## config.mk

```make
export PLATFORM = sky130hd
export DESIGN_NAME = indian_currency_speech_tokens
export DESIGN_NICKNAME = d
export VERILOG_FILES = /design/src/design/icst_pkg.sv /design/src/design/icst_front.sv /design/src/design/icst_queue.sv /design/src/design/icst_back.sv /design/src/design/indian_currency_speech_tokens.sv
export SDC_FILE = /design/constraint.sdc
export NUM_CORES = 1
export LEC_CHECK = 0
export BUFFER_PORTS_ARGS = -buffer_cell sky130_fd_sc_hd__clkbuf_2
export CAP_MARGIN = 40
export CORE_ASPECT_RATIO = 0.7
export CORE_UTILIZATION = 60
export CTS_CLUSTER_DIAMETER = 40
export DETAILED_ROUTE_END_ITERATION = 10
export GPL_TIMING_DRIVEN = 0
export PLACE_DENSITY = 0.77
export SETUP_SLACK_MARGIN = 0.2
export SYNTH_ARGS = -nofsm -noshare
export SYNTH_HDL_FRONTEND = slang
export SYNTH_SLANG_ARGS = --single-unit
export TNS_END_PERCENT = 50
```

## constraint.sdc

```tcl
create_clock -name clk -period 27.6 [get_ports clk]
set_input_delay 6.9 -clock clk [delete_from_list [all_inputs] [get_ports clk]]
set_output_delay 6.9 -clock clk [all_outputs]
set_load 0.01 [all_outputs]
```

## src/design/icst_pkg.sv

```systemverilog
// Shared types, constants and token-plan functions for the currency speech token block.
// Used by icst_front, icst_queue, icst_back and indian_currency_speech_tokens.
`timescale 1ns / 1ps
package icst_pkg;

  // Amount and decimal conversion
  localparam int AMT_W   = 31;
  localparam int NDIG    = 10;
  localparam int DIG_W   = 4 * NDIG;
  localparam int CNT_W   = 4;
  localparam int RECIP_W = 32;
  localparam int PROD_W  = AMT_W + RECIP_W;
  localparam int SHIFT   = 35;
  localparam int Q_W     = PROD_W - SHIFT;
  localparam logic [RECIP_W-1:0] RECIP = 32'hCCCC_CCCD;

  // Token slots: one bit per possible token of an amount, in speaking order
  localparam int SLOTS  = 18;
  localparam int SLOT_W = 5;
  localparam int QDEPTH = 2;

  localparam logic [SLOT_W-1:0] S_PAY       = 5'd0;
  localparam logic [SLOT_W-1:0] S_CRORE_B   = 5'd1;
  localparam logic [SLOT_W-1:0] S_CRORE_U   = 5'd2;
  localparam logic [SLOT_W-1:0] S_LAKH_A    = 5'd3;
  localparam logic [SLOT_W-1:0] S_LAKH_B    = 5'd4;
  localparam logic [SLOT_W-1:0] S_LAKH_U    = 5'd5;
  localparam logic [SLOT_W-1:0] S_THOU_A    = 5'd6;
  localparam logic [SLOT_W-1:0] S_THOU_B    = 5'd7;
  localparam logic [SLOT_W-1:0] S_THOU_U    = 5'd8;
  localparam logic [SLOT_W-1:0] S_HUND_N    = 5'd9;
  localparam logic [SLOT_W-1:0] S_HUND_U    = 5'd10;
  localparam logic [SLOT_W-1:0] S_REST_A    = 5'd11;
  localparam logic [SLOT_W-1:0] S_REST_B    = 5'd12;
  localparam logic [SLOT_W-1:0] S_RUPEES    = 5'd13;
  localparam logic [SLOT_W-1:0] S_AND       = 5'd14;
  localparam logic [SLOT_W-1:0] S_PAISE_A   = 5'd15;
  localparam logic [SLOT_W-1:0] S_PAISE_B   = 5'd16;
  localparam logic [SLOT_W-1:0] S_PAISE_TOK = 5'd17;

  // Token kinds
  localparam logic [2:0] KIND_PAY    = 3'd0;
  localparam logic [2:0] KIND_NUM    = 3'd1;
  localparam logic [2:0] KIND_UNIT   = 3'd2;
  localparam logic [2:0] KIND_RUPEES = 3'd3;
  localparam logic [2:0] KIND_AND    = 3'd4;
  localparam logic [2:0] KIND_PAISE  = 3'd5;

  // Unit word values
  localparam logic [6:0] UNIT_HUND  = 7'd0;
  localparam logic [6:0] UNIT_THOU  = 7'd1;
  localparam logic [6:0] UNIT_LAKH  = 7'd2;
  localparam logic [6:0] UNIT_CRORE = 7'd3;

  typedef logic [DIG_W-1:0] digits_t;
  typedef logic [SLOTS-1:0] mask_t;

  typedef struct packed {
    digits_t digits;
    mask_t   mask;
  } plan_t;

  // Decimal digit k, counted from the paise units digit
  function automatic logic [3:0] dig(input digits_t d, input int k);
    dig = d[4*k +: 4];
  endfunction

  function automatic logic [6:0] tens_val(input logic [3:0] t);
    tens_val = ({3'b000, t} << 3) + ({3'b000, t} << 1);
  endfunction

  // First word of a two-digit group: the tens word, only above twenty
  function automatic logic word_a(input logic [3:0] t, input logic [3:0] u);
    word_a = (t > 4'd2) || ((t == 4'd2) && (u != 4'd0));
  endfunction

  // Second word: the whole group up to twenty, else the units digit
  function automatic logic word_b(input logic [3:0] t, input logic [3:0] u);
    word_b = (u != 4'd0) || (t == 4'd1) || (t == 4'd2);
  endfunction

  function automatic logic [6:0] word_b_val(input logic [3:0] t, input logic [3:0] u);
    if ((t < 4'd2) || ((t == 4'd2) && (u == 4'd0))) begin
      word_b_val = tens_val(t) + {3'b000, u};
    end else begin
      word_b_val = {3'b000, u};
    end
  endfunction

  // Which tokens an amount speaks
  function automatic mask_t build_mask(input digits_t d);
    logic crore, lakh, thou, rupees, paise;
    mask_t m;
    crore  = dig(d, 9) != 4'd0;
    lakh   = (dig(d, 8) != 4'd0) || (dig(d, 7) != 4'd0);
    thou   = (dig(d, 6) != 4'd0) || (dig(d, 5) != 4'd0);
    rupees = d[DIG_W-1:8] != '0;
    paise  = d[7:0] != 8'd0;
    m = '0;
    m[S_PAY]       = 1'b1;
    m[S_CRORE_B]   = crore;
    m[S_CRORE_U]   = crore;
    m[S_LAKH_A]    = word_a(dig(d, 8), dig(d, 7));
    m[S_LAKH_B]    = word_b(dig(d, 8), dig(d, 7));
    m[S_LAKH_U]    = lakh;
    m[S_THOU_A]    = word_a(dig(d, 6), dig(d, 5));
    m[S_THOU_B]    = word_b(dig(d, 6), dig(d, 5));
    m[S_THOU_U]    = thou;
    m[S_HUND_N]    = dig(d, 4) != 4'd0;
    m[S_HUND_U]    = dig(d, 4) != 4'd0;
    m[S_REST_A]    = word_a(dig(d, 3), dig(d, 2));
    m[S_REST_B]    = word_b(dig(d, 3), dig(d, 2));
    m[S_RUPEES]    = rupees;
    m[S_AND]       = rupees && paise;
    m[S_PAISE_A]   = word_a(dig(d, 1), dig(d, 0));
    m[S_PAISE_B]   = word_b(dig(d, 1), dig(d, 0));
    m[S_PAISE_TOK] = paise;
    build_mask = m;
  endfunction

  function automatic logic [2:0] slot_kind(input logic [SLOT_W-1:0] s);
    unique case (s)
      S_PAY:                                 slot_kind = KIND_PAY;
      S_CRORE_U, S_LAKH_U, S_THOU_U, S_HUND_U: slot_kind = KIND_UNIT;
      S_RUPEES:                              slot_kind = KIND_RUPEES;
      S_AND:                                 slot_kind = KIND_AND;
      S_PAISE_TOK:                           slot_kind = KIND_PAISE;
      default:                               slot_kind = KIND_NUM;
    endcase
  endfunction

  function automatic logic [6:0] slot_value(input logic [SLOT_W-1:0] s, input digits_t d);
    unique case (s)
      S_CRORE_B: slot_value = word_b_val(4'd0, dig(d, 9));
      S_CRORE_U: slot_value = UNIT_CRORE;
      S_LAKH_A:  slot_value = tens_val(dig(d, 8));
      S_LAKH_B:  slot_value = word_b_val(dig(d, 8), dig(d, 7));
      S_LAKH_U:  slot_value = UNIT_LAKH;
      S_THOU_A:  slot_value = tens_val(dig(d, 6));
      S_THOU_B:  slot_value = word_b_val(dig(d, 6), dig(d, 5));
      S_THOU_U:  slot_value = UNIT_THOU;
      S_HUND_N:  slot_value = {3'b000, dig(d, 4)};
      S_HUND_U:  slot_value = UNIT_HUND;
      S_REST_A:  slot_value = tens_val(dig(d, 3));
      S_REST_B:  slot_value = word_b_val(dig(d, 3), dig(d, 2));
      S_PAISE_A: slot_value = tens_val(dig(d, 1));
      S_PAISE_B: slot_value = word_b_val(dig(d, 1), dig(d, 0));
      default:   slot_value = 7'd0;
    endcase
  endfunction

endpackage

```

## src/design/icst_front.sv

```systemverilog
// Front end: accepts an amount, splits it into ten decimal digits and builds the token plan.
// Depends on icst_pkg.
`timescale 1ns / 1ps
module icst_front (
  input  logic                            clk,
  input  logic                            rst,
  input  logic                            start,
  input  logic [icst_pkg::AMT_W-1:0]      amount_paise,
  output logic                            busy,
  input  logic                            full,
  output logic                            push,
  output icst_pkg::plan_t                 push_data
);

  localparam logic [1:0] ST_IDLE = 2'd0;
  localparam logic [1:0] ST_CONV = 2'd1;
  localparam logic [1:0] ST_PUSH = 2'd2;

  logic [1:0]                      state, state_next;
  logic [icst_pkg::CNT_W-1:0]      cnt, cnt_next;
  logic [icst_pkg::AMT_W-1:0]      x;
  logic [icst_pkg::PROD_W-1:0]     prod;
  icst_pkg::digits_t               digits;
  logic [icst_pkg::Q_W-1:0]        q;
  logic [icst_pkg::AMT_W-1:0]      mult_in;
  logic [3:0]                      ten_q;
  logic [3:0]                      digit;
  logic                            accept;
  logic                            conv;

  // Quotient by ten from the registered reciprocal product; remainder from low bits
  assign q       = prod[icst_pkg::PROD_W-1:icst_pkg::SHIFT];
  assign ten_q   = {q[0], 3'b000} + {q[2:0], 1'b0};
  assign digit   = x[3:0] - ten_q;
  assign conv    = (state == ST_CONV);
  assign mult_in = conv ? icst_pkg::AMT_W'(q) : amount_paise;

  assign busy   = conv || ((state == ST_PUSH) && full);
  assign accept = start && !busy;
  assign push   = (state == ST_PUSH) && !full;

  assign push_data.digits = digits;
  assign push_data.mask   = icst_pkg::build_mask(digits);

  // Sequence load, ten digit steps, then hand off to the queue
  always_comb begin
    state_next = state;
    cnt_next   = cnt;
    unique case (state)
      ST_IDLE: begin
        if (accept) begin
          state_next = ST_CONV;
          cnt_next   = '0;
        end
      end
      ST_CONV: begin
        if (cnt == icst_pkg::CNT_W'(icst_pkg::NDIG - 1)) begin
          state_next = ST_PUSH;
        end else begin
          cnt_next = cnt + 1'b1;
        end
      end
      ST_PUSH: begin
        if (push) begin
          state_next = accept ? ST_CONV : ST_IDLE;
          cnt_next   = '0;
        end
      end
      default: begin
        state_next = ST_IDLE;
      end
    endcase
  end

  always_ff @(posedge clk) begin
    if (rst) begin
      state <= ST_IDLE;
      cnt   <= '0;
    end else begin
      state <= state_next;
      cnt   <= cnt_next;
    end
  end

  // Advance the divide-by-ten datapath
  always_ff @(posedge clk) begin
    if (accept || conv) begin
      prod <= icst_pkg::PROD_W'(mult_in) * icst_pkg::PROD_W'(icst_pkg::RECIP);
    end
    if (accept) begin
      x <= amount_paise;
    end else if (conv) begin
      x      <= icst_pkg::AMT_W'(q);
      digits <= {digit, digits[icst_pkg::DIG_W-1:4]};
    end
  end

endmodule

```

## src/design/icst_queue.sv

```systemverilog
// Two-entry queue of token plans between the front end and the token sequencer.
// Depends on icst_pkg.
`timescale 1ns / 1ps
module icst_queue (
  input  logic            clk,
  input  logic            rst,
  input  logic            push,
  input  icst_pkg::plan_t push_data,
  input  logic            pop,
  output icst_pkg::plan_t head,
  output logic            full,
  output logic            empty
);

  logic [$clog2(icst_pkg::QDEPTH)-1:0] wr_ptr, rd_ptr;
  logic [$clog2(icst_pkg::QDEPTH+1)-1:0] count;
  icst_pkg::plan_t entries [icst_pkg::QDEPTH];

  assign full  = (count == ($clog2(icst_pkg::QDEPTH+1))'(icst_pkg::QDEPTH));
  assign empty = (count == '0);
  assign head  = entries[rd_ptr];

  // Track pointers and fill level
  always_ff @(posedge clk) begin
    if (rst) begin
      wr_ptr <= '0;
      rd_ptr <= '0;
      count  <= '0;
    end else begin
      if (push) begin
        wr_ptr <= wr_ptr + 1'b1;
      end
      if (pop) begin
        rd_ptr <= rd_ptr + 1'b1;
      end
      if (push && !pop) begin
        count <= count + 1'b1;
      end else if (pop && !push) begin
        count <= count - 1'b1;
      end
    end
  end

  // Store the written plan
  always_ff @(posedge clk) begin
    if (push) begin
      entries[wr_ptr] <= push_data;
    end
  end

endmodule

```

## src/design/icst_back.sv

```systemverilog
// Back end: walks the token plan at the queue head and emits one token per cycle.
// Depends on icst_pkg.
`timescale 1ns / 1ps
module icst_back (
  input  logic            clk,
  input  logic            rst,
  input  logic            empty,
  input  icst_pkg::plan_t head,
  output logic            pop,
  output logic            strobe,
  output logic [2:0]      token_kind,
  output logic [6:0]      token_value,
  output logic            last_token
);

  icst_pkg::mask_t                 remaining, remaining_next;
  icst_pkg::digits_t               digits, digits_next;
  icst_pkg::mask_t                 lowest;
  icst_pkg::mask_t                 rest;
  logic [icst_pkg::SLOT_W-1:0]     idx;
  logic                            emit;

  // Pick the earliest token still to speak
  always_comb begin
    idx = '0;
    for (int i = icst_pkg::SLOTS - 1; i >= 0; i--) begin
      if (remaining[i]) begin
        idx = icst_pkg::SLOT_W'(i);
      end
    end
  end

  assign lowest = remaining & (~remaining + 1'b1);
  assign rest   = remaining & ~lowest;
  assign emit   = (remaining != '0);
  assign pop    = (rest == '0) && !empty;

  assign remaining_next = pop ? head.mask : rest;
  assign digits_next    = pop ? head.digits : digits;

  always_ff @(posedge clk) begin
    if (rst) begin
      remaining  <= '0;
      strobe     <= 1'b0;
      last_token <= 1'b0;
    end else begin
      remaining  <= remaining_next;
      strobe     <= emit;
      last_token <= emit && (rest == '0);
    end
  end

  // Hold the digits of the current amount and register the token fields
  always_ff @(posedge clk) begin
    digits      <= digits_next;
    token_kind  <= icst_pkg::slot_kind(idx);
    token_value <= icst_pkg::slot_value(idx, digits);
  end

  a_last_has_strobe: assert property (@(posedge clk) disable iff (rst)
    last_token |-> strobe)
    else $error("last_token without strobe");

  a_tokens_contiguous: assert property (@(posedge clk) disable iff (rst)
    (strobe && !last_token) |=> strobe)
    else $error("gap inside an amount's token run");

  a_pay_opens_amount: assert property (@(posedge clk) disable iff (rst)
    (strobe && (token_kind == icst_pkg::KIND_PAY)) |-> ($past(!strobe) || $past(last_token)))
    else $error("pay token in the middle of an amount");

  a_amount_opens_with_pay: assert property (@(posedge clk) disable iff (rst)
    (strobe && ($past(!strobe) || $past(last_token))) |-> (token_kind == icst_pkg::KIND_PAY))
    else $error("amount does not open with pay");

endmodule

```

## src/design/indian_currency_speech_tokens.sv

```systemverilog
// Top level of the currency speech token block: front end, plan queue, token sequencer.
// Depends on icst_pkg, icst_front, icst_queue and icst_back.
//
// Pulse start with an amount in paise while busy is low; the block answers with 1 to 18
// tokens, one per cycle on strobe, with last_token on the final one. The receiver cannot
// stall. The front end loads the amount, then takes one decimal digit per cycle through a
// reciprocal multiply, and can take a new amount in the cycle it hands the finished plan
// to a two-entry queue. The sequencer emits one token per cycle with no gap between
// amounts while the next plan is already queued, so the sustained pace is set by the
// slower of the front end's digit conversion and the token run of each amount.
`timescale 1ns / 1ps
module indian_currency_speech_tokens (
  input  logic                       clk,
  input  logic                       rst,
  input  logic                       start,
  output logic                       busy,
  input  logic [icst_pkg::AMT_W-1:0] amount_paise,
  output logic                       strobe,
  output logic [2:0]                 token_kind,
  output logic [6:0]                 token_value,
  output logic                       last_token
);

  icst_pkg::plan_t push_data;
  icst_pkg::plan_t head;
  logic            push;
  logic            pop;
  logic            full;
  logic            empty;

  icst_front u_front (
    .clk          (clk),
    .rst          (rst),
    .start        (start),
    .amount_paise (amount_paise),
    .busy         (busy),
    .full         (full),
    .push         (push),
    .push_data    (push_data)
  );

  icst_queue u_queue (
    .clk       (clk),
    .rst       (rst),
    .push      (push),
    .push_data (push_data),
    .pop       (pop),
    .head      (head),
    .full      (full),
    .empty     (empty)
  );

  icst_back u_back (
    .clk         (clk),
    .rst         (rst),
    .empty       (empty),
    .head        (head),
    .pop         (pop),
    .strobe      (strobe),
    .token_kind  (token_kind),
    .token_value (token_value),
    .last_token  (last_token)
  );

endmodule
```

Yosys cells after proc, flatten, opt, wreduce, memory -nomap -nowiden
Memory sizes are Yosys's and may differ from the RTL's. A register that Yosys moved wholly into a read port is not among the register bits.
Index checks and enable logic that the tools add are counted.
{"block": "word_totals", "regBits": 184, "ram_bits": 114, "mem_bits_ro": 96, "inputBits": 34, "output_inout_bits": 13, "wordCells": 185, "n_memories": 2}
{"memory": "u_queue.entries", "depth": 2, "word_bits": 57, "read_ports": 1, "rd_ports_with_merged_regs": 1, "wr": 1, "line_no": "icst_queue.sv:17", "source": "icst_pkg::plan_t entries [icst_pkg::QDEPTH];"}
{"memory": "(name not given)", "depth": 32, "word_bits": 3, "read_ports": 1, "rd_ports_with_merged_regs": 1, "wr": 0, "line_no": "icst_pkg.sv:122", "source": "unique case (s)"}
{"block": "op_classes", "n_addsub": 16, "multipliers": 1, "n_lt_le_gt_ge": 8, "n_eq_ne": 33, "mux": 42, "n_bitwise": 5, "reduce_logical": 65}
{"op": "7-bit case mux with 13 select lines", "n": 1}
{"op": "5-bit two-way mux", "n": 18}
{"op": "31-bit by 32-bit multiplier with 63-bit output, second input constant", "n": 1}
{"op": "18-bit bitwise AND", "n": 2}
{"op": "18-bit NOT", "n": 2}
{"op": "4-bit by 2-bit == test with 1-bit output, second input constant", "n": 8}
{"op": "32-bit nonzero test", "n": 1}
{"op": "4-bit nonzero test", "n": 8}
{"op": "31-bit two-way mux", "n": 1}
{"op": "7-bit by 4-bit adder with 7-bit output", "n": 4}
{"op": "7-bit by 5-bit adder with 7-bit output", "n": 4}
{"op": "7-bit two-way mux", "n": 4}
{"op": "5-bit by 4-bit == test with 1-bit output, second input constant", "n": 5}
{"op": "5-bit by 3-bit == test with 1-bit output, second input constant", "n": 4}
{"op": "1-bit logical OR", "n": 20}
{"op": "4-bit two-way mux", "n": 5}
{"op": "18-bit by 1-bit adder with 18-bit output, second input constant", "n": 1}
{"op": "18-bit logical NOT", "n": 1}
{"op": "18-bit two-way mux", "n": 1}
{"op": "18-bit nonzero test", "n": 1}
{"op": "4-bit by 1-bit == test with 1-bit output, second input constant", "n": 4}
{"op": "4-bit by 2-bit greater-than comparator with 1-bit output, second input constant", "n": 4}
{"op": "1-bit logical AND", "n": 16}
{"op": "4-bit logical NOT", "n": 4}
{"op": "other kinds (28)", "n": 50}

Logic depth before layout (Yosys ltp)
{"block": "depth", "word_depth": 20, "mapped_depth": 34, "mapped_depth_nobuf": 31}

By module
Synthesis repeated with hierarchy kept, for this count alone.
{"block": "unflattened", "hier_cells": 2169, "area_unflattened_um2": 24179.4}
{"mod": "icst_front", "instances": 1, "cells_each": 1527, "area_per_inst_um2": 15354.7, "seq_area_each_um2": 2282.2}
{"mod": "icst_queue", "instances": 1, "cells_each": 202, "area_per_inst_um2": 4464.3, "seq_area_each_um2": 3583.4}
{"mod": "icst_back", "instances": 1, "cells_each": 440, "area_per_inst_um2": 4360.4, "seq_area_each_um2": 1801.7}

Worst setup path before layout
No wires, ideal clock.
{"block": "synth_timing", "path_type": "input to register", "startpoint": "input port amount_paise[7] in the netlist's numbering", "endpoint": "register u_front.prod[55] in the netlist's numbering (data pin)", "setup_time_ps": 262, "arrival_ps": 13526, "t_required_ps": 27338, "setup_slack_ps": 13812, "cell_stages": 25, "n_path_buf": 0, "path_cell_list": "mux2i_1 > inv_1 > ha_1 > fa_1 > fa_1 > inv_1 > fa_1 > fa_1 > inv_1 > fa_1 > fa_1 > inv_1 > fa_1 > inv_1 > ha_1 > a21oi_2 > a21oi_1 > o31ai_1 > o2111ai_1 > o2111ai_1 > a31oi_1 > a211o_1 > a21boi_2 > o21bai_1 > xor2_1"}
{"block": "synth_between", "elab_chain_len": 2}
{"element": "start: declaration", "line_no": "indian_currency_speech_tokens.sv:17", "source": "input logic [icst_pkg::AMT_W-1:0] amount_paise,"}
{"element": "31-bit two-way mux", "line_no": "icst_front.sv:36", "source": "assign mult_in = conv ? icst_pkg::AMT_W'(q) : amount_paise;"}
{"element": "31-bit by 32-bit multiplier with 63-bit output", "line_no": "icst_front.sv:88", "source": "prod <= icst_pkg::PROD_W'(mult_in) * icst_pkg::PROD_W'(icst_pkg::RECIP);"}
{"element": "end signal: assignment", "line_no": "icst_front.sv:88"}
{"element": "end: declaration", "line_no": "icst_front.sv:22", "source": "logic [icst_pkg::PROD_W-1:0] prod;"}
No other way between the ends.
A chain may end at the register's enable or synchronous reset.

Final worst setup path
{"block": "layout_timing", "startpoint": "input port amount_paise[7] in the netlist's numbering", "endpoint": "register u_front.prod[53] in the netlist's numbering (data pin)"}
Same word-level chain as after synthesis.

==> impl_metrics.tcl <==
set metrics [dict create \
    clock-sinks 263 \
    cts_tree "done" \
    fmax_mhz 65.74 \
    crit_arrival_ns 15.49 \
    grt_first_pass_wirelength_mm 92.20 \
    rsz0062_at_grt "no" \
    drv_cap 0 \
    routed_wl_mm 58.15 \
    r2r-end "u_front.prod[53]$_DFFE_PP_" \
    crit_fanout 7 \
    clk_path_buf_depth 3 \
    r2r_start "u_front.state[0]$_SDFFE_PP0P_" \
    ys_seq_area_frac 0.3221 \
    slew_violations 0 \
    dieHeight_um 166.7 \
    cts_resized 0 \
    required_ns 27.88 \
    ys_types 77 \
    syn_inst 2073 \
    wl_per_cell_um 21.71 \
    antenna_found_initial 0 \
    cts_max_level 2 \
    synthMuxAreaShare 0.03509 \
    syn_area_mm2 0.02325 \
    clk-insertion-delay-late_ns 0.55 \
    grt_pass1_vias 16370 \
    crit_path_start_kind "input pin" \
    die_x_um 237.3 \
    finalCritPeriodShare 0.5511 \
    first_pass_iters 7 \
    regArea_mm2 0.007487 \
    clk_pin_slew_ns 0.06 \
    drc 0 \
    drive_above_1_share 0.09726 \
    dieArea_mm2 0.03955 \
    mostFrequentLayoutCell "inv_1" \
    grt-ovfl-total 0 \
    cts_inserted_buffers 34 \
    num_rows 59 \
    synth-simple-area-share 0.07939 \
    final_cell_mix "365 x inv_1, 321 x ha_1, 237 x fa_1" \
    ys_ff_latch 263 \
    hold_class "reg -> reg" \
    numPortBuffers 46 \
    n_antenna_cell 0 \
    cts_hold_buf 0 \
    drt_iter0_drc 1432 \
    syn_to_final_growth_pct 9.371 \
    status "finished clean" \
    fillers 2857 \
    finalSetupViolCount 0 \
    synth_ff_type "edfxtp_1" \
    fin_nets 2757 \
    timing.critical_path.to "u_front.prod[53]$_DFFE_PP_" \
    synth_compound_area_frac 0.08585 \
    slew_headroom 0.3080 \
    setup_tns_ns 0 \
    root_buffer "clkbuf_16" \
    synth_fa_ha_area_frac 0.3777 \
    fin_crit_ns 15.21 \
    cp-startpoint "amount_paise[7]" \
    async_flop_share 0 \
    grtUsageTotal 0.3085 \
    start_util 0.6174 \
    vias 16020 \
    vias_per_cell 5.982 \
    multi_input_area_mm2 0.01423 \
    globalplace.congestion 0.9745 \
    core_area_mm2 0.03765 \
    clock_skew_ns 0.02265 \
    worst_pin_slew_ns 1.038 \
    end_kind "flop" \
    grt_start_max_net_pins 50 \
    finalHoldViolations 0 \
    ant_nets 0 \
    dp_hpwl_mm 48.14 \
    post_cts_buffers 0 \
    synthXorXnorAreaFrac 0.03353 \
    path_class "in -> reg" \
    synthesis.nets 2665 \
    rr_worst_depth 31 \
    synth_top_family_by_area "adder cells" \
    synth_edf_count 222 \
    rrSetupSlack_ns 16.03 \
    yosys_warnings 0 \
    pin_count 47 \
    avgSynthCellArea_um2 11.21 \
]
-- stage by stage --
stage          instances  hold WS [ns]  instance area (um2)    util  setup slack (ns)
2_1_floorplan       2073        0.4182                23250       -             13.81
3_3_place_gp        2607        0.4590                24090  0.6398             12.28
3_5_place_dp        2617        0.4663                24280  0.6449             12.13
4_1_cts             2678        0.4808                25420  0.6753             12.66
5_1_grt             2678        0.4947                25420  0.6753             12.20
6_report            2678        0.4818                25420  0.6753             12.39
-- Yosys cell counts (4+ instances only) --
library cell	number	area, um2
nand2_1	147	551.8
a211o_1	8	70.07
o21ai_1	6	30.03
nand4_1	19	118.9
mux2_2	60	675.7
o31ai_1	7	52.55
or3_1	7	43.79
nor3_1	23	115.1
xor2_1	41	359.1
o21ai_0	44	220.2
buf_2	5	25.02
a211oi_1	5	37.54
a21o_1	40	300.3
a221oi_1	5	43.79
fa_1	237	4745
mux2i_1	14	140.1
nor2_1	93	349.1
a222oi_1	6	60.06
xnor2_1	48	420.4
a22oi_1	8	60.06
nand2b_1	7	43.79
o2111ai_1	5	43.79
clkbuf_1	26	97.59
a31oi_1	4	25.02
or4_1	4	30.03
a21oi_1	100	500.5
o22ai_1	4	25.02
o211ai_1	5	37.54
ha_1	321	4016
o21bai_1	16	120.1
nand3_1	18	90.09
dfxtp_1	41	820.8
nor2b_1	23	143.9
edfxtp_1	222	6666
nor4_1	11	68.82
o21a_1	6	45.04
and3_1	7	43.79
inv_1	365	1370
-- layout make-up --
| type | instances | area share |
|---|---|---|
| Multi-Input combinational cell | 1407 | 0.5599 |
| Sequential cell | 263 | 0.2945 |
| Inverter | 366 | 0.05404 |
| Clock buffer | 35 | 0.03361 |
| Tap cell | 488 | 0.02402 |
| Timing Repair Buffer | 56 | 0.01580 |
| Clock inverter | 26 | 0.01142 |
| Buffer | 37 | 0.006742 |
-- flip-flops by register name (all words and copies together), names as in the netlist, named ones only --
| name | flops |
|---|---|
| u_queue.rd_ptr | 1 |
| u_front.cnt | 4 |
| u_front.digits | 40 |
| u_front.state | 2 |
| u_queue.count | 2 |
| u_queue.entries | 110 |
| u_back.last_token | 1 |
| u_back.strobe | 1 |
| u_back.digits | 40 |
| u_back.token_value | 7 |
| u_queue.wr_ptr | 1 |
| u_back.remaining | 18 |
| u_back.token_kind | 3 |
| u_front.prod | 28 |
| u_front.x | 4 |
-- worst min path at each step --
stage	start	end	slack [ns]	cells past startpoint
after global routing	u_front.digits[2]$_DFFE_PP_	u_queue.entries[0][19]$_DFFE_PP_	0.49	0
after global placement	u_front.digits[1]$_DFFE_PP_	u_queue.entries[0][18]$_DFFE_PP_	0.46	0
after detailed placement	u_front.digits[2]$_DFFE_PP_	u_queue.entries[0][19]$_DFFE_PP_	0.47	0
after CTS	u_front.digits[2]$_DFFE_PP_	u_queue.entries[0][19]$_DFFE_PP_	0.48	0
after floorplan	u_back.digits[16]$_DFFE_PP_	u_back.token_value[0]$_DFF_P_	0.42	2
final	u_front.digits[2]$_DFFE_PP_	u_queue.entries[0][19]$_DFFE_PP_	0.48	0
-- worst max-delay path, stage by stage --
cell and delay, ns:
clkbuf_2 0.08, mux2i_1 0.33, inv_1 0.24, ha_1 0.40
fa_1 0.78, fa_1 0.56, fa_1 0.54, clkbuf_1 0.45
xor2_1 0.18, fa_1 0.53, fa_1 0.58, fa_1 0.45
ha_1 0.44, nand3_1 0.11, nor2_1 0.09, o31ai_1 0.73
o2111ai_1 0.38, o2111ai_1 0.46, nand2_1 0.22, a21oi_2 0.34
o21ai_1 0.24, a41o_1 0.30, xor2_1 0.14
-- metal layers --
metal	up-vias	GRT usage	share of wire
li1	7281	-	-
met1	7964	0.4846	0.47
met2	724	0.3970	0.38
met3	50	0.1278	0.14
met4	0	0.04881	0.013
met5	-	0	0
-- cell families after synthesis --
family          after synthesis
compound gates              300
xor+xnor                     89
fa+ha+maj                   560
buf+inv                     403
flops                       263
mux                          74
simple gates                384
Power is not shown: default switching activity piles up to over one toggle a cycle in this logic, so the estimate is an artifact.
